<file path="config.mk">
export PLATFORM = sky130hd
export DESIGN_NAME = epcb_sat_inc
export DESIGN_NICKNAME = d
export VERILOG_FILES = /design/src/rtl/epcb_pkg.sv /design/src/rtl/epcb_sat_inc.sv
export SDC_FILE = /design/constraint.sdc
export NUM_CORES = 1
export LEC_CHECK = 0
export BUFFER_PORTS_ARGS = -buffer_cell sky130_fd_sc_hd__buf_4
export CAP_MARGIN = 30
export CORE_MARGIN = 4
export CORE_UTILIZATION = 45
export DETAILED_ROUTE_END_ITERATION = 8
export PLACE_DENSITY = 0.9
export RECOVER_POWER = 100
export REMOVE_ABC_BUFFERS = 1
export SETUP_SLACK_MARGIN = 0.1
export SLEW_MARGIN = 30
export SYNTH_ARGS = -nofsm -noshare
export SYNTH_HDL_FRONTEND = slang
export SYNTH_SLANG_ARGS = --single-unit
</file>
<file path="constraint.sdc">
create_clock -name vclk -period 5.71
set_input_delay 1.142 -clock vclk [all_inputs]
set_output_delay 1.142 -clock vclk [all_outputs]
set_load 0.02 [all_outputs]
</file>
<file path="src/rtl/epcb_pkg.sv">
package epcb_pkg;

  localparam int CNT_W   = 64;
  localparam int DEPTH_W = 32;

  typedef enum logic [1:0] {
    MODE_RECORD      = 2'd0,
    MODE_READ_EVENT  = 2'd1,
    MODE_READ_OPCODE = 2'd2,
    MODE_CLEAR       = 2'd3
  } mode_t;

  // Result of one saturating increment.
  typedef struct packed {
    logic [CNT_W-1:0] value;
    logic             hit_max;
  } inc_result_t;

endpackage

</file>
<file path="src/rtl/epcb_sat_inc.sv">
module epcb_sat_inc (
  input  logic [epcb_pkg::CNT_W-1:0] cur,
  output epcb_pkg::inc_result_t      res
);

  // Hold at all ones and flag it; otherwise advance by one.
  always_comb begin
    res.hit_max = &cur;
    res.value   = res.hit_max ? cur : cur + epcb_pkg::CNT_W'(1);
  end

endmodule

</file>
==> impl_metrics.tcl <==
set metrics [dict create \
    maxSlewViolCount 0 \
    antenna_violations_before_repair 0 \
    grt_start_max_net_pins 20 \
    yosys-top-cells-area "sky130_fd_sc_hd__xor2_1 17%, sky130_fd_sc_hd__xnor2_1 15%, sky130_fd_sc_hd__nand4_1 12%" \
    placeableCoreArea_um2 3440 \
    power.density_cell_area_nw_per_um2 60.5 \
    post-synth-top-area-fraction_pct 17.4 \
    fp-row-count 21 \
    die_height_um 68.7 \
    start_kind "input port" \
    min_path_cells 3 \
    worst-endpoint-arrival_ns 3.85 \
    drt-wirelength-per-cell_um 14.8 \
    gp_congestion 0.936 \
    detailroute.via_count 2453 \
    min_from "cur[9]" \
    final.clkbuf_count 0 \
    max_freq_ghz 0.200 \
    report.final.hold_viol_count 0 \
    sequential_element_share_of_the_synthesized_area_pct 0 \
    grt_pass1_vias 2193 \
    max-vdd-ir-drop_mv 0.0350 \
    result_of_the_run "finished, final reports clean" \
    hold_path_class "in2out" \
    grt_use_met3_pct 2.59 \
    ctsHoldBuffers 0 \
    post_route_fraction_of_the_period_consumed_by_the_critical_path_pct 87.4 \
    grt_use_met2_pct 45.4 \
    grt_met1_usage_pct 31.6 \
    initial_core_util_pct 48.2 \
    die_area_um2 4720 \
    place_hpwl_um 5220 \
    n_sequential_cell 0 \
    crit_path_top_delay_cell "sky130_fd_sc_hd__or4_1" \
    timing.setup.critical_path_class "in2out" \
    hold-path-endpoint "res[10]" \
    final_antenna_net_count 0 \
    critical_path.max_stage_delay_ns 0.66 \
    unique_cell_type_count_in_the_yosys_netlist 38 \
    grt_first_pass_wirelength_um 9450 \
    grt_setup_unrepaired "no" \
    detailedRoute.firstIterationViolations 143 \
    synth.yosys.warnings 0 \
    port_buffers 129 \
    drive_above_1_share_pct 21.2 \
    cap_violations 0 \
    insertedDiodeCount 0 \
    seq_area_um2 0 \
    grt_use_total_pct 24.9 \
    drcViolationCount 0 \
    tightestPinTransition_ns 0.796 \
    fp.dieW_um 68.7 \
    syn-cell-area_um2 1660 \
    finalWirelength_um 6270 \
    fill_cells 353 \
    layout.cells.most_common "sky130_fd_sc_hd__buf_4" \
    avgViaCountPerCell 5.80 \
    final.hold.worst_slack_ns 2.59 \
    top_cell_type_by_total_area_after_synthesis "sky130_fd_sc_hd__xor2_1" \
    ctsResizeCount 0 \
    most-common-layout-cells "75 x sky130_fd_sc_hd__buf_4, 56 x sky130_fd_sc_hd__clkbuf_1, 33 x sky130_fd_sc_hd__xor2_1" \
    crit_fanout 19 \
    post-cts-setup-buffers 0 \
    fin_nets 444 \
    worstPathCellList "buf_4, nand2_1, or4_1, nor3_1, nand3b_2, and3_1, xor2_1, clkbuf_1" \
    setup_viol 0 \
    fin_setup_tns_ns 0 \
    timing.slew.headroom_pct 46.5 \
    multi_input_gate_area_in_the_final_layout_um2 1570 \
    syn_avg_cell_area_um2 6.56 \
    pin_count 129 \
    timing.critical_path.required_ns 4.57 \
    kind_of_capture_point_of_the_worst_setup_path "primary output" \
    grt-ovfl-total 0 \
    synth_cells 253 \
    grt-busiest-layer "met2" \
    drt_pre_antenna_iters 5 \
    finalCriticalPeriod_ns 4.99 \
    leak_pwr_nw 1.00 \
    area_delta_synth_final_pct 45.5 \
]
-- report_power, final --
| part | internal (W) | leakage [nW] | switching (W) |
|---|---|---|---|
| clock network | 0 | 0 | 0 |
| logic | 0.0000600 | 1.00 | 0.0000861 |
| registers | 0 | 0 | 0 |
| total | 0.0000600 | 1.00 | 0.0000861 |
-- final cells by class --
type / instances / share of cell area (%)
multi-input combinational: 243 / 65.1
timing repair buffer: 131 / 32.0
tap: 46 / 2.38
inverter: 3 / 0.467
-- worst max path at each step --
stage,start,end,slack (ns),cells after the start
global route,cur[23],res[7],0.50,8
floorplan,cur[11],res[58],1.46,6
finish,cur[23],res[7],0.72,8
CTS,cur[34],res[64],0.92,8
global placement,cur[34],res[58],1.06,8
detailed placement,cur[34],res[64],0.92,8
-- cells in the mapped netlist (2+ instances only) --
cell	count
sky130_fd_sc_hd__nor4b_1	2
sky130_fd_sc_hd__nand3_1	26
sky130_fd_sc_hd__inv_1	3
sky130_fd_sc_hd__nor4_1	7
sky130_fd_sc_hd__and4_1	5
sky130_fd_sc_hd__nor3_2	2
sky130_fd_sc_hd__and2_1	2
sky130_fd_sc_hd__and3_1	19
sky130_fd_sc_hd__nand2_1	24
sky130_fd_sc_hd__nand4_1	31
sky130_fd_sc_hd__clkbuf_1	4
sky130_fd_sc_hd__or3_1	3
sky130_fd_sc_hd__xor2_1	33
sky130_fd_sc_hd__o21ai_0	2
sky130_fd_sc_hd__or4_4	2
sky130_fd_sc_hd__nor2_1	21
sky130_fd_sc_hd__nor3_1	18
sky130_fd_sc_hd__nand4b_1	2
sky130_fd_sc_hd__xnor2_1	28
-- worst max-delay path, delay by kind of cell --
family,cells,cell delay [ns]
simple gates,5,2.19
buf+inv,2,0.36
xor+xnor,1,0.15
-- kinds of logic after synthesis --
| kind of cell | synth area share (%) |
|---|---|
| AND/OR/NAND/NOR | 62.1 |
| adder cells (fa/ha/maj) | 0.754 |
| multiplexers | 0.603 |
| AO/OA/AOI/OAI | 1.36 |
| XOR/XNOR | 32.2 |
| buffers and inverters | 3.02 |
-- through the flow --
step	area (um2)	worst slack (ns)	util [%]	std cells	total power (W)
3_3_place_gp	2650	1.06	77.1	422	0.000161
4_1_cts	2650	0.921	77.1	422	0.000164
5_1_grt	2410	0.500	70.1	423	0.000157
2_1_floorplan	1620	1.46	-	246	0.0000655
6_report	2410	0.717	70.1	423	0.000146
3_5_place_dp	2650	0.920	77.1	422	0.000163
-- per-layer routing --
layer | wire length, um | up-vias
met4 | 82 | 0
met2 | 3130 | 135
met5 | 0 | -
li1 | - | 1195
met3 | 604 | 14
met1 | 2450 | 1109
Note: power is estimated with default switching activity, not from simulation.
